**config.mk**
```make
export PLATFORM = sky130hd
export DESIGN_NAME = quoted_argument_tokenizer_unit_flat
export DESIGN_NICKNAME = d
export VERILOG_FILES = /design/src/hw/rtl/qat_pkg.sv /design/src/hw/rtl/qat_if.sv /design/src/hw/rtl/qat_core.sv /design/src/hw/rtl/qat_obuf.sv /design/src/hw/rtl/quoted_argument_tokenizer_unit.sv /design/src/flat_wrapper.sv
export VERILOG_INCLUDE_DIRS = /design/src /design/src/hw/rtl
export SDC_FILE = /design/constraint.sdc
export NUM_CORES = 1
export LEC_CHECK = 0
export BUFFER_PORTS_ARGS = -buffer_cell sky130_fd_sc_hd__buf_2
export CAP_MARGIN = 20
export CORE_ASPECT_RATIO = 2
export CORE_MARGIN = 3
export CORE_UTILIZATION = 50
export DETAILED_ROUTE_END_ITERATION = 12
export GPL_TIMING_DRIVEN = 1
export HOLD_SLACK_MARGIN = 0.02
export PLACE_DENSITY_LB_ADDON = 0.05
export SLEW_MARGIN = 20
export SYNTH_ARGS = -nofsm -noshare
export SYNTH_HDL_FRONTEND = slang
export SYNTH_HIERARCHICAL = 1
export SYNTH_SLANG_ARGS = --single-unit
```
**constraint.sdc**
```tcl
create_clock -name clk -period 7.3 [get_ports clk]
set_clock_uncertainty 0.15 [all_clocks]
set_input_delay 0.365 -clock clk [delete_from_list [all_inputs] [get_ports clk]]
set_output_delay 0.365 -clock clk [all_outputs]
set_load 0.03 [all_outputs]
```
**src/hw/rtl/quoted_argument_tokenizer_unit_assert.svh**
```systemverilog
// ----------------------------------------------------------------------------
// Assertion macros for the quoted argument tokenizer
// Two property forms: same-cycle implication and next-cycle implication.
// ----------------------------------------------------------------------------
`ifndef QUOTED_ARGUMENT_TOKENIZER_UNIT_ASSERT_SVH
`define QUOTED_ARGUMENT_TOKENIZER_UNIT_ASSERT_SVH

`ifndef ASSERT_OFF
`define QAT_ASSERT_IMPL(label, clk, rst_n, ante, cons) \
	label: assert property (@(posedge clk) disable iff (!rst_n) (ante) |-> (cons)) \
		else $error("assertion failed");
`define QAT_ASSERT_NEXT(label, clk, rst_n, ante, cons) \
	label: assert property (@(posedge clk) disable iff (!rst_n) (ante) |=> (cons)) \
		else $error("assertion failed");
`else
`define QAT_ASSERT_IMPL(label, clk, rst_n, ante, cons)
`define QAT_ASSERT_NEXT(label, clk, rst_n, ante, cons)
`endif

`endif

```
**src/hw/rtl/qat_pkg.sv**
```systemverilog
// ----------------------------------------------------------------------------
// qat_pkg
// Types and constants shared by the quoted argument tokenizer.
// ----------------------------------------------------------------------------
`default_nettype none

package qat_pkg;

	typedef enum logic [1:0] {
		K_BYTE = 2'd0,
		K_WEND = 2'd1,
		K_LEND = 2'd2,
		K_MANY = 2'd3
	} kind_t;

	localparam int RES_MAX = 4;

	localparam logic [7:0] LIMIT_CAP   = 8'd128;
	localparam logic [7:0] LIMIT_RESET = 8'd128;

	localparam logic [7:0] CH_DQUOTE = 8'h22;
	localparam logic [7:0] CH_SQUOTE = 8'h27;
	localparam logic [7:0] CH_BSLASH = 8'h5C;
	localparam logic [7:0] CH_SPACE  = 8'h20;
	localparam logic [7:0] CH_HT     = 8'h09;
	localparam logic [7:0] CH_CR     = 8'h0D;

	typedef logic [2:0] res_cnt_t;
	typedef logic [1:0] res_ptr_t;

	typedef struct packed {
		kind_t      kind;
		logic [7:0] ch;
		logic [6:0] idx;
		logic [6:0] cnt;
		logic       last;
	} result_t;

	typedef struct packed {
		result_t [RES_MAX-1:0] res;
		res_cnt_t              n;
	} batch_t;

	function automatic logic is_ws(input logic [7:0] c);
		return (c == CH_SPACE) || ((c >= CH_HT) && (c <= CH_CR));
	endfunction

endpackage

`default_nettype wire

```
**src/hw/rtl/qat_if.sv**
```systemverilog
// ----------------------------------------------------------------------------
// qat_in_if / qat_out_if
// Valid/ready channels for line bytes in and token results out.
// ----------------------------------------------------------------------------
`default_nettype none

interface qat_in_if;
	logic       valid;
	logic       ready;
	logic [7:0] char_in;
	logic       line_last;

	modport source (output valid, output char_in, output line_last, input ready);
	modport sink   (input valid, input char_in, input line_last, output ready);
endinterface

interface qat_out_if;
	logic       valid;
	logic       ready;
	logic [1:0] kind;
	logic [7:0] char_out;
	logic [6:0] word_index;
	logic [6:0] word_count;
	logic       run_last;

	modport source (output valid, output kind, output char_out, output word_index,
		output word_count, output run_last, input ready);
	modport sink   (input valid, input kind, input char_out, input word_index,
		input word_count, input run_last, output ready);
endinterface

`default_nettype wire

```
**src/hw/rtl/qat_core.sv**
```systemverilog
// ----------------------------------------------------------------------------
// qat_core
// Input register, line parse state and the per-byte step that builds the
// list of results for one byte.
// ----------------------------------------------------------------------------
`default_nettype none

module qat_core import qat_pkg::*; (
	input  wire logic       clk,
	input  wire logic       arst_n,
	qat_in_if.sink          chars,
	input  wire logic [7:0] word_limit,
	input  wire logic       take,
	output batch_t          batch,
	output logic            batch_valid
);

	logic [7:0] char_s1;
	logic       last_s1;
	logic       valid_s1;

	logic       in_word_q;
	logic       in_quotes_q;
	logic       quote_double_q;
	logic       bs_held_q;
	logic [6:0] words_seen_q;
	logic       overflowed_q;

	logic       in_word_d;
	logic       in_quotes_d;
	logic       quote_double_d;
	logic       bs_held_d;
	logic [6:0] words_seen_d;
	logic       overflowed_d;

	logic       advance;
	batch_t     b;

	function automatic batch_t add_res(input batch_t bi, input kind_t k,
		input logic [7:0] c, input logic [6:0] idx, input logic [6:0] ws);
		batch_t bo;
		bo = bi;
		bo.res[bi.n[1:0]].kind = k;
		bo.res[bi.n[1:0]].ch   = c;
		bo.res[bi.n[1:0]].idx  = idx;
		bo.res[bi.n[1:0]].cnt  = ws;
		bo.res[bi.n[1:0]].last = 1'b0;
		bo.n = bi.n + 3'd1;
		return bo;
	endfunction

	function automatic logic [6:0] cur_idx(input logic [6:0] ws);
		return (ws != 7'd0) ? (ws - 7'd1) : 7'd0;
	endfunction

	assign advance     = valid_s1 && take;
	assign chars.ready = !valid_s1 || take;
	assign batch_valid = valid_s1;
	assign batch       = b;

	always_ff @(posedge clk or negedge arst_n) begin
		if (!arst_n) begin
			valid_s1 <= 1'b0;
		end else if (chars.valid && chars.ready) begin
			valid_s1 <= 1'b1;
		end else if (advance) begin
			valid_s1 <= 1'b0;
		end
	end

	always_ff @(posedge clk) begin
		if (chars.valid && chars.ready) begin
			char_s1 <= chars.char_in;
			last_s1 <= chars.line_last;
		end
	end

	always_ff @(posedge clk or negedge arst_n) begin
		if (!arst_n) begin
			in_word_q      <= 1'b0;
			in_quotes_q    <= 1'b0;
			quote_double_q <= 1'b0;
			bs_held_q      <= 1'b0;
			words_seen_q   <= '0;
			overflowed_q   <= 1'b0;
		end else if (advance) begin
			in_word_q      <= in_word_d;
			in_quotes_q    <= in_quotes_d;
			quote_double_q <= quote_double_d;
			bs_held_q      <= bs_held_d;
			words_seen_q   <= words_seen_d;
			overflowed_q   <= overflowed_d;
		end
	end

	always_comb begin
		logic [7:0] lim;
		logic [7:0] c;
		logic       done;
		logic       c_ws;
		logic       c_quote;

		c       = char_s1;
		c_ws    = is_ws(c);
		c_quote = (c == CH_DQUOTE) || (c == CH_SQUOTE);
		done    = 1'b0;

		priority if (word_limit > LIMIT_CAP) begin
			lim = LIMIT_CAP;
		end else if (word_limit == 8'd0) begin
			lim = 8'd1;
		end else begin
			lim = word_limit;
		end

		in_word_d      = in_word_q;
		in_quotes_d    = in_quotes_q;
		quote_double_d = quote_double_q;
		bs_held_d      = bs_held_q;
		words_seen_d   = words_seen_q;
		overflowed_d   = overflowed_q;
		b              = '0;

		if (!overflowed_q) begin
			if (bs_held_q) begin
				bs_held_d = 1'b0;
				if (in_quotes_q) begin
					if ((c == CH_DQUOTE) || (c == CH_BSLASH)) begin
						b    = add_res(b, K_BYTE, c, cur_idx(words_seen_d), words_seen_d);
						done = 1'b1;
					end else begin
						b = add_res(b, K_BYTE, CH_BSLASH, cur_idx(words_seen_d),
							words_seen_d);
					end
				end else begin
					if (!(c_ws || c_quote || (c == CH_BSLASH))) begin
						b = add_res(b, K_BYTE, CH_BSLASH, cur_idx(words_seen_d),
							words_seen_d);
					end
					b    = add_res(b, K_BYTE, c, cur_idx(words_seen_d), words_seen_d);
					done = 1'b1;
				end
			end

			if (!done && !in_word_d) begin
				if (c_ws) begin
					done = 1'b1;
				end else if (({1'b0, words_seen_d} + 8'd1) >= lim) begin
					overflowed_d = 1'b1;
					b    = add_res(b, K_MANY, 8'd0, 7'd0, words_seen_d);
					done = 1'b1;
				end else begin
					words_seen_d = words_seen_d + 7'd1;
					in_word_d    = 1'b1;
				end
			end

			if (!done) begin
				if (in_quotes_d) begin
					if (c == (quote_double_d ? CH_DQUOTE : CH_SQUOTE)) begin
						in_quotes_d = 1'b0;
					end else if (quote_double_d && (c == CH_BSLASH)) begin
						bs_held_d = 1'b1;
					end else begin
						b = add_res(b, K_BYTE, c, cur_idx(words_seen_d), words_seen_d);
					end
				end else if (c_quote) begin
					in_quotes_d    = 1'b1;
					quote_double_d = (c == CH_DQUOTE);
				end else if (c_ws) begin
					b = add_res(b, K_WEND, 8'd0, cur_idx(words_seen_d), words_seen_d);
					in_word_d = 1'b0;
				end else if (c == CH_BSLASH) begin
					bs_held_d = 1'b1;
				end else begin
					b = add_res(b, K_BYTE, c, cur_idx(words_seen_d), words_seen_d);
				end
			end
		end

		if (last_s1) begin
			if (bs_held_d) begin
				b = add_res(b, K_BYTE, CH_BSLASH, cur_idx(words_seen_d), words_seen_d);
			end
			if (in_word_d) begin
				b = add_res(b, K_WEND, 8'd0, cur_idx(words_seen_d), words_seen_d);
			end
			b = add_res(b, K_LEND, 8'd0, 7'd0, words_seen_d);
			in_word_d      = 1'b0;
			in_quotes_d    = 1'b0;
			quote_double_d = 1'b0;
			bs_held_d      = 1'b0;
			words_seen_d   = '0;
			overflowed_d   = 1'b0;
		end

		if (b.n != 3'd0) begin
			b.res[b.n[1:0] - 2'd1].last = 1'b1;
		end
	end

endmodule

`default_nettype wire

```
**src/hw/rtl/qat_obuf.sv**
```systemverilog
// ----------------------------------------------------------------------------
// qat_obuf
// Result register for one byte's results, shown one per cycle while ready.
// ----------------------------------------------------------------------------
`default_nettype none

module qat_obuf import qat_pkg::*; (
	input  wire logic   clk,
	input  wire logic   arst_n,
	input  wire batch_t batch,
	input  wire logic   batch_valid,
	output logic        take,
	qat_out_if.source   tokens
);

	result_t [RES_MAX-1:0] res_q;
	res_cnt_t              cnt_q;
	res_ptr_t              ptr_q;
	result_t               cur;

	assign take = (cnt_q == 3'd0) || ((cnt_q == 3'd1) && tokens.ready);
	assign cur  = res_q[ptr_q];

	assign tokens.valid      = (cnt_q != 3'd0);
	assign tokens.kind       = cur.kind;
	assign tokens.char_out   = cur.ch;
	assign tokens.word_index = cur.idx;
	assign tokens.word_count = cur.cnt;
	assign tokens.run_last   = cur.last;

	always_ff @(posedge clk or negedge arst_n) begin
		if (!arst_n) begin
			cnt_q <= '0;
			ptr_q <= '0;
		end else if (batch_valid && take) begin
			cnt_q <= batch.n;
			ptr_q <= '0;
		end else if (tokens.valid && tokens.ready) begin
			cnt_q <= cnt_q - 3'd1;
			ptr_q <= ptr_q + 2'd1;
		end
	end

	always_ff @(posedge clk) begin
		if (batch_valid && take) begin
			res_q <= batch.res;
		end
	end

endmodule

`default_nettype wire

```
**src/hw/rtl/quoted_argument_tokenizer_unit.sv**
```systemverilog
// A byte passes the core input register, then the single result register.
// Throughput: one byte per cycle while the output is ready and each byte
// gives at most one result; a byte with k results holds the result register
// for k output transfers; that register and its drain counter set the rate.
// Reset clears the parse state and all valid flags; word_limit returns to 128.
// ----------------------------------------------------------------------------
// quoted_argument_tokenizer_unit
// Splits a command line, one byte per transfer, into quoted words.
// ----------------------------------------------------------------------------
`default_nettype none

`include "quoted_argument_tokenizer_unit_assert.svh"

module quoted_argument_tokenizer_unit import qat_pkg::*; (
	input  wire logic       clk,
	input  wire logic       arst_n,
	qat_in_if.sink          chars,
	qat_out_if.source       tokens,
	input  wire logic       cfg_we,
	input  wire logic [7:0] cfg_wdata
);

	logic [7:0] word_limit_q;
	logic       take;
	logic       batch_valid;
	batch_t     batch;

	always_ff @(posedge clk or negedge arst_n) begin
		if (!arst_n) begin
			word_limit_q <= LIMIT_RESET;
		end else if (cfg_we) begin
			word_limit_q <= cfg_wdata;
		end
	end

	qat_core u_core (
		.clk         (clk),
		.arst_n      (arst_n),
		.chars       (chars),
		.word_limit  (word_limit_q),
		.take        (take),
		.batch       (batch),
		.batch_valid (batch_valid)
	);

	qat_obuf u_obuf (
		.clk         (clk),
		.arst_n      (arst_n),
		.batch       (batch),
		.batch_valid (batch_valid),
		.take        (take),
		.tokens      (tokens)
	);

	`QAT_ASSERT_IMPL(a_lend_is_last, clk, arst_n,
		tokens.valid && (tokens.kind == K_LEND), tokens.run_last)
	`QAT_ASSERT_IMPL(a_nonbyte_zero, clk, arst_n,
		tokens.valid && (tokens.kind != K_BYTE), tokens.char_out == 8'd0)
	`QAT_ASSERT_IMPL(a_index_count, clk, arst_n,
		tokens.valid && ((tokens.kind == K_BYTE) || (tokens.kind == K_WEND)),
		(tokens.word_count != 7'd0) && (tokens.word_index == tokens.word_count - 7'd1))
	`QAT_ASSERT_NEXT(a_run_continues, clk, arst_n,
		tokens.valid && tokens.ready && !tokens.run_last, tokens.valid)

endmodule

`default_nettype wire
```
**src/flat_wrapper.sv**
```systemverilog
// flat-port wrapper written by rule: the top's interface ports become plain ports
module quoted_argument_tokenizer_unit_flat import qat_pkg::*;
  (clk, arst_n, cfg_we, cfg_wdata, chars_valid, chars_char_in, chars_line_last, chars_ready, tokens_valid, tokens_kind, tokens_char_out, tokens_word_index, tokens_word_count, tokens_run_last, tokens_ready);
  qat_in_if chars_i ();
  qat_out_if tokens_i ();
  input  wire logic clk;
  input  wire logic arst_n;
  input  wire logic cfg_we;
  input  wire logic [7:0] cfg_wdata;
  input wire logic [$bits(chars_i.valid)-1:0] chars_valid;
  input wire logic [$bits(chars_i.char_in)-1:0] chars_char_in;
  input wire logic [$bits(chars_i.line_last)-1:0] chars_line_last;
  output wire logic [$bits(chars_i.ready)-1:0] chars_ready;
  output wire logic [$bits(tokens_i.valid)-1:0] tokens_valid;
  output wire logic [$bits(tokens_i.kind)-1:0] tokens_kind;
  output wire logic [$bits(tokens_i.char_out)-1:0] tokens_char_out;
  output wire logic [$bits(tokens_i.word_index)-1:0] tokens_word_index;
  output wire logic [$bits(tokens_i.word_count)-1:0] tokens_word_count;
  output wire logic [$bits(tokens_i.run_last)-1:0] tokens_run_last;
  input wire logic [$bits(tokens_i.ready)-1:0] tokens_ready;
  assign chars_i.valid = chars_valid;
  assign chars_i.char_in = chars_char_in;
  assign chars_i.line_last = chars_line_last;
  assign chars_ready = chars_i.ready;
  assign tokens_valid = tokens_i.valid;
  assign tokens_kind = tokens_i.kind;
  assign tokens_char_out = tokens_i.char_out;
  assign tokens_word_index = tokens_i.word_index;
  assign tokens_word_count = tokens_i.word_count;
  assign tokens_run_last = tokens_i.run_last;
  assign tokens_i.ready = tokens_ready;
  quoted_argument_tokenizer_unit u_core (.clk(clk), .arst_n(arst_n), .chars(chars_i), .tokens(tokens_i), .cfg_we(cfg_we), .cfg_wdata(cfg_wdata));
endmodule
```
# After elaboration in Yosys (flattened, before gate mapping)
# Index checks and enable logic that the tools add are counted.
# totals
word_cells	296
inputBits	22
out_inout_bits	27
ff_bits	135
# classes
n_lt_le_gt_ge	19
add_sub_neg	14
n_eq_ne	9
reduce_logical	36
mux	186
# op_table
operator	n
$bwmux 100	36
$mux 103	23
$demux 25 s2	31
$mux 25	8
$mux 23	6
$mux 100	1
$mux 15	6
$mux 8	8
$mux 7	9
$mux 1	51
$bmux 25 s2	1
$mux 26	1
$eq 8x6->1 const B	3
$lt 2x3->1 const B	8
$reduce_bool 7->1	3
$sub 7x1->7 const B	3
$add 3x1->3 const B	6
$ge 2x1->1 const B	7
$logic_and 1x1->1	14
$mux 3	3
$add 7x1->8 const B	1
$eq 8x6->1	1
$eq 8x7->1 const B	1
$ge 8x4->1 const B	1
other kinds (18)	32

# Depth between registers and ports, before layout
# Gate-level depths: netlist (run 1).
# logic_depth
word_depth	88
depth_mapped	30
ltp_nobuf	29

# Cells and area by module
# The synthesis (run 1) kept the hierarchy.
# by_module_without_submodules
mod	seq_area_each_um2	area_each_um2	cells_each	n_inst
qat_core	595.6	4921.0	725	1
qat_obuf	3128.0	3956.3	165	1
quoted_argument_tokenizer_unit	201.4	332.8	17	1

# Least setup slack after synthesis (run 1)
# OpenSTA, ideal clock, no wires.
# synth_path
path_kind	register to register
from	reg u_core.u_core.words_seen_q[1]
to	reg u_core/u_obuf/res_q[28] (netlist name) (data pin)
setup_slack_ns	1.073
n_path_buf	1
setup_time_ns	0.270
arrival_time_ns	5.807
path_stages_with_launch	30
required_ns	6.880
period_less_slack_ns	6.227
cell_sequence	dfrtp_1 ha_1 clkbuf_1 nand3_1 nor3_1 xnor2_1 ha_1 nand2_1 o21ai_0 a31oi_2 nor3_4 xnor2_4 ha_1 nand2_1 a21oi_1 inv_1 ha_1 nand2_1 nand2_1 ha_1 nor2_1 a21oi_1 inv_1 ha_1 nand2_1 o211ai_1 o21ai_1 nor2_1 o21ai_0 o31ai_1
# synth_rtl
item	line	text
start, declared	qat_core.sv:26	logic [6:0] words_seen_q;
start signal, assigned	qat_core.sv:91	words_seen_q <= words_seen_d;
end signal, assigned	qat_obuf.sv:46	res_q <= batch.res;
end, declared	qat_obuf.sv:16	result_t [RES_MAX-1:0] res_q;

==> results of run 1 <==
per-stage QoR:
step / total power, uW / worst slack, ns / std cells / hold WS (ns) / util (%)
finish: 5331 / 0.5963 / 1191 / 0.03980 / 57.79
global route: 5649 / 0.1246 / 1191 / 0.02974 / 57.79
CTS: 5319 / 0.5288 / 1191 / 0.02417 / 57.77
detailed placement: 4507 / 0.5565 / 1146 / 0.2695 / 53.99
global placement: 4451 / 0.8155 / 1146 / 0.2471 / 53.99
floorplan: 3555 / 1.073 / 907 / -0.08059 / -
worst paths after layout:
check / end / start / cells after the start / slack, ns
max: u_core/u_obuf/res_q[12]$_DFFE_PP_ / u_core/u_core/words_seen_q[1]$_DFFE_PN0P_ / 28 / 0.60
min in group asynchronous: u_core/u_obuf/cnt_q[0]$_DFFE_PN0P_ / arst_n / 2 / 0.35
min: u_core/word_limit_q[2]$_DFFE_PN0P_ / cfg_wdata[2] / 2 / 0.04
max in group asynchronous: u_core/u_obuf/ptr_q[0]$_DFFE_PN0P_ / arst_n / 2 / 6.17
max reg2reg: u_core/u_obuf/res_q[12]$_DFFE_PP_ / u_core/u_core/words_seen_q[1]$_DFFE_PN0P_ / 28 / 0.60
min reg2reg: u_core/word_limit_q[0]$_DFFE_PN0P_ / u_core/word_limit_q[0]$_DFFE_PN0P_ / 1 / 0.39
state kept, by name, indices dropped and copies added (netlist names), 2 cells and up:
signal                      count
u_core/u_obuf/res_q           100
u_core/u_core/char_s1           8
u_core/word_limit_q             8
u_core/u_core/words_seen_q      7
u_core/u_obuf/cnt_q             3
u_core/u_obuf/ptr_q             2
cell families (layout without fill, tap and decap cells):
group | Yosys count | in the layout | share of synthesized area [%]
compound gates | 259 | 259 | 18.54
xor+xnor | 33 | 33 | 3.342
fa+ha+maj | 40 | 40 | 5.434
buf+inv | 83 | 154 | 3.912
flops | 135 | 135 | 42.62
mux | 46 | 46 | 8.953
simple gates | 311 | 311 | 17.20
Yosys cell counts (all sizes together) (5+ instances only):
cell type and number:
nor3 27, o2bb2ai 5, nand3b 5, a21o 13, buf 18, o221ai 7
inv 30, edfxtp 109, o22ai 29, o22a 7, nand3 26, nor2b 10
nand4 5, or2 9, o211ai 6, nand2 99, nand2b 15, a21oi 72
o21ai 57, ha 40, nor2 57, mux2 11, or3 8, mux4 25
nor4 9, xnor2 30, and3 11, clkbuf 33, mux2i 10, and2 19
dfrtp 25, a31oi 14
layer usage:
layer | up-vias | routed length (um) | share of wire, % | GRT usage, %
li1 | 3539 | - | - | -
met5 | - | 0 | 0 | 0
met4 | 0 | 2243 | 7.5 | 21.12
met3 | 111 | 1579 | 5.3 | 4.831
met1 | 3759 | 9915 | 33 | 31.67
met2 | 382 | 16210 | 54 | 56.05
where the power goes:
group / switching [uW] / total, uW / internal, uW
logic: 1990 / 3080 / 1090
clock network: 331 / 792 / 461
registers: 215 / 1450 / 1240
critical path: cells and delay by family, from the launching register on:
kind | cells | cell delay (ns)
fa+ha+maj | 6 | 1.85
simple gates | 10 | 1.76
compound gates | 7 | 1.52
flops | 1 | 0.51
buf+inv | 3 | 0.46
xor+xnor | 2 | 0.27
timing repair:
action | CTS | global route
setup endpoints to repair | 0 | 1
resized for setup | 0 | 1
endpoints found under the hold margin | 38 | 0
hold buffers | 14 | 0
setup buffers | 0 | 0
final cells by class:
class	count	area (um2)	share of cell area [%]
Multi-Input combinational cell	689	4925	47.46
Clock buffer	17	425.4	4.099
Sequential cell	135	3930	37.87
Inverter	32	120.1	1.157
Timing Repair Buffer	91	598.1	5.763
Tap cell	213	266.5	2.568
Clock inverter	14	112.6	1.085
==> results.json, run 1 <==
{
  "run_status": "complete, no violations",
  "finalWirelength_um": 29950,
  "worst_setup_path_end_kind": "register",
  "cts.sinks": 135,
  "min-delay-path-class": "in -> reg",
  "ir_worst_vdd_mv": 0.3792,
  "post_synth_main_area_contributors": "edfxtp_1 36%, dfrtp_1 6.8%, mux4_2 6.1%, ha_1 5.4%, nand2_1 4.0%",
  "tritoncts": "yes",
  "period_share_pct": 91.83,
  "first_global_vias": 7997,
  "grt_setup_unrepaired": "no",
  "synth-async-reset-ratio_pct": 19.26,
  "initial_cell_density_of_the_core_pct": 51.29,
  "detailroute.via_count": 7791,
  "timing.critical_path.slowest_cell_delay_ns": 0.51,
  "area_delta_synth_final_pct": 12.68,
  "worst_pin_slew_ns": 0.9612,
  "num_io_pins": 49,
  "num-nets-final": 1028,
  "finalWorstPathRequiredPeriod_ns": 6.704,
  "synth-edff-count": 109,
  "synth.cell_area_um2": 9210,
  "final_common_cell": "edfxtp_1",
  "max-clock-path-buffers": 2,
  "grt_max_degree": 54,
  "clkLatencyLatePin_ns": 0.42,
  "routed_wire_length_per_instance_um": 25.15,
  "postRouteAntennaNets": 0,
  "io_buffers": 48,
  "drv_slew": 0,
  "clk_root_buffer_cell": "clkbuf_16",
  "max-slew-margin-rel_pct": 35.33,
  "syn-mean-instance-area_um2": 10.15,
  "die-width_um": 102.0,
  "nFillCells": 1582,
  "synth_sequential_area_ratio_pct": 42.62,
  "cpMostUsedCell": "ha_1",
  "setup_viol": 0,
  "worst_ep_required_time_ns": 7.39,
  "syn_nets": 969,
  "antenna_found_initial": 0,
  "max-cap-violations": 0,
  "hpwl_um": 22610,
  "timing.critical_path.fanout_max": 14,
  "design_area_um2": 10380,
  "yosysTopAreaCell": "edfxtp_1",
  "num_rows": 69,
  "gp_congestion": 0.9919,
  "dieHeight_um": 197.9,
  "layout.cells.most_common_list": "109 x edfxtp_1, 98 x nand2_1, 66 x a21oi_1",
  "placed_area_um2": 9696,
  "number_of_drc_violations_after_detailed_routing_iteration_0": 640,
  "p_per_area_nw_per_um2": 513.7,
  "setup.worst_path.start_class": "register",
  "max_clock_freq_mhz": 149.2,
  "num_antenna_cells": 0,
  "slowest_stage": "dfrtp_2",
  "routed_via_count_divided_by_cell_count": 6.542,
  "ys_seq_elements": 135,
  "cts_buffers": 17,
  "yosys.area.top_type_share_pct": 35.54,
  "h_tree_depth_reported_by_cts": 4,
  "netlist-cell-type-count": 90,
  "final-hold-violation-count": 0,
  "layout-drive-gt1-share_pct": 18.92,
  "fin_tns_setup_ns": 0,
  "track_usage_pct": 31.01,
  "number_of_drc_violations_after_detailed_routing": 0,
  "clk_pin_slew_ns": 0.06,
  "crit_arrival_ns": 6.80,
  "synth_ff_type": "edfxtp_1",
  "floorplan.die_area_um2": 20180,
  "power.static_leakage_uw": 0.003908,
  "drt_first_pass_iters": 6,
  "core_area_um2": 17960,
  "yosysWarnings": 6,
  "synthCells": 907,
  "global_route_wire_length_before_repair_um": 46260,
  "worst-setup-path-type": "reg -> reg",
  "grt_overflow_total": 0
}
No activity file was read; power rests on OpenSTA's default activity.
==> run 2, diff against run 1 <==
--- a/config.mk
+++ b/config.mk
@@ -12,7 +12,7 @@
 export CORE_MARGIN = 3
 export CORE_UTILIZATION = 50
 export DETAILED_ROUTE_END_ITERATION = 12
-export GPL_TIMING_DRIVEN = 1
+export GPL_TIMING_DRIVEN = 0
 export HOLD_SLACK_MARGIN = 0.02
 export PLACE_DENSITY_LB_ADDON = 0.05
 export SLEW_MARGIN = 20
==> run 2 against run 1 <==
Total power is 2.8% higher. Sequential power down 8%. Critical endpoint is now u_core/u_obuf/res_q[37]$_DFFE_PP_. Utilization increased by 1.5 points. Largest power group unchanged. Clock power increased by 2%. Combinational power is 8.4% higher. Highest routed layer unchanged. Global-route usage up 0.64 points. Worst setup slack got worse by 0.17 ns. Wire length grew 2.7%. Register-to-register slack got worse by 0.17 ns. Clock-buffer cell count rose by 1. Final cell count up 2.9%. Sequential share of layout area is 1.0 points lower. Critical path type unchanged.
==> results.json, run 2 (same netlist as run 1, synthesis figures left out) <==
{
  "final-hold-violation-count": 0,
  "antenna_found_initial": 0,
  "worst-setup-path-type": "reg -> reg",
  "final_common_cell": "edfxtp_1",
  "worst_ep_required_time_ns": 7.41,
  "worst_setup_path_end_kind": "register",
  "number_of_drc_violations_after_detailed_routing": 0,
  "finalWirelength_um": 30760,
  "max-slew-margin-rel_pct": 29.84,
  "num_io_pins": 49,
  "first_global_vias": 8022,
  "timing.critical_path.slowest_cell_delay_ns": 0.45,
  "registers.top_by_ff_count": "u_core/u_obuf/res_q",
  "die-width_um": 102.0,
  "max-clock-path-buffers": 2,
  "num-nets-final": 1061,
  "power.static_leakage_uw": 0.004000,
  "core_area_um2": 17960,
  "layout-drive-gt1-share_pct": 19.57,
  "area_delta_synth_final_pct": 15.65,
  "global_route_wire_length_before_repair_um": 46580,
  "layout.cells.most_common_list": "109 x edfxtp_1, 98 x nand2_1, 64 x a21oi_1",
  "max-cap-violations": 0,
  "worst_pin_slew_ns": 1.044,
  "timing.critical_path.fanout_max": 10,
  "initial_cell_density_of_the_core_pct": 51.29,
  "run_status": "complete, no violations",
  "slowest_stage": "dfrtp_1",
  "finalWorstPathRequiredPeriod_ns": 6.875,
  "detailroute.via_count": 7934,
  "max_clock_freq_mhz": 145.5,
  "cts.sinks": 135,
  "cts_buffers": 17,
  "drt_first_pass_iters": 7,
  "setup.worst_path.start_class": "register",
  "floorplan.die_area_um2": 20180,
  "reg.largest.list": "u_core/u_obuf/res_q: 100 flops, u_core/u_core/char_s1: 8 flops, u_core/word_limit_q: 8 flops",
  "routed_via_count_divided_by_cell_count": 6.477,
  "min-delay-path-class": "in -> reg",
  "p_per_area_nw_per_um2": 514.7,
  "cpMostUsedCell": "ha_1",
  "io_buffers": 47,
  "num_rows": 69,
  "finalWorstSetupSlack_ns": 0.4252,
  "postRouteAntennaNets": 0,
  "grt_overflow_total": 0,
  "clkLatencyLatePin_ns": 0.43,
  "tritoncts": "yes",
  "hpwl_um": 23280,
  "dieHeight_um": 197.9,
  "gp_congestion": 1.014,
  "setup_viol": 0,
  "fin_util_pct": 59.32,
  "num_antenna_cells": 0,
  "period_share_pct": 94.17,
  "clk_pin_slew_ns": 0.06,
  "number_of_drc_violations_after_detailed_routing_iteration_0": 570,
  "clk_root_buffer_cell": "clkbuf_16",
  "drv_slew": 0,
  "dp_slack_ns": -1.036,
  "crit_arrival_ns": 6.98,
  "max_reg_flops": 100,
  "grt_max_degree": 27,
  "h_tree_depth_reported_by_cts": 4,
  "routed_wire_length_per_instance_um": 25.11,
  "ir_worst_vdd_mv": 0.3029,
  "track_usage_pct": 31.65
}
## run 2: power breakdown
part	switching (uW)	leakage (uW)	internal [uW]
Combinational	2200	0.00240	1140
Clock	343	0.000257	463
Sequential	107	0.00134	1230
## run 2: path summary, 6_finish.rpt
| check | startpoint | to | slack, ns | cells past startpoint |
|---|---|---|---|---|
| hold reg to reg | u_core/word_limit_q[0]$_DFFE_PN0P_ | u_core/word_limit_q[0]$_DFFE_PN0P_ | 0.39 | 1 |
| max in group asynchronous | arst_n | u_core/u_core/overflowed_q$_DFFE_PN0P_ | 6.25 | 2 |
| setup / recovery | u_core/u_core/words_seen_q[0]$_DFFE_PN0P_ | u_core/u_obuf/res_q[37]$_DFFE_PP_ | 0.43 | 28 |
| hold / removal | cfg_wdata[7] | u_core/word_limit_q[7]$_DFFE_PN1P_ | 0.03 | 2 |
| min in group asynchronous | arst_n | u_core/u_obuf/cnt_q[0]$_DFFE_PN0P_ | 0.33 | 2 |
| setup reg to reg | u_core/u_core/words_seen_q[0]$_DFFE_PN0P_ | u_core/u_obuf/res_q[37]$_DFFE_PP_ | 0.43 | 28 |
## run 2: critical path: cells and delay by family, from the launching register on
family                   cells  cell delay (ns)
AO/OA/AOI/OAI                7             1.92
adder cells (fa/ha/maj)      6             1.80
buffers and inverters        6             1.01
flip-flops                   1             0.45
AND/OR/NAND/NOR              9             1.34
## run 2: layer usage
metal  GRT usage [%]  part of all wire (%)  up-vias
met3           4.443                   4.5      126
met2           57.04                    54      340
met5               0                     0        -
met1           31.76                    33     3855
met4           23.80                   8.4        0
li1                -                     -     3613
## run 2: layout make-up
type / count / area (um2)
Fill cell: 1655 / 7306
Multi-Input combinational cell: 689 / 5009
Sequential cell: 135 / 3925
Timing Repair Buffer: 76 / 554.3
Clock buffer: 18 / 429.2
Tap cell: 213 / 266.5
Buffer: 48 / 232.7
Inverter: 32 / 123.9
Clock inverter: 14 / 111.4
## run 2: per-stage QoR
step                      std cells  setup TNS, ns  total power, uW  hold WS (ns)  cell area (um2)
after floorplan                 907              0             3555      -0.08059             9210
after global placement         1167         -30.03             4505        0.2652             9712
after detailed placement       1174         -30.42             4550        0.2772             9813
after CTS                      1224              0             5403       0.02527            10570
after global routing           1225       -0.01540             5783       0.03632            10650
final                          1225              0             5482       0.03468            10650
## run 2: what timing repair did
item / 4_1_cts / 5_1_grt
buffers inserted: 2 / 4
hold endpoints to repair: 40 / 0
pin swaps: 1 / 2
gates resized for setup: 9 / 16
endpoints found under the setup margin: 84 / 77
hold buffers: 16 / 0
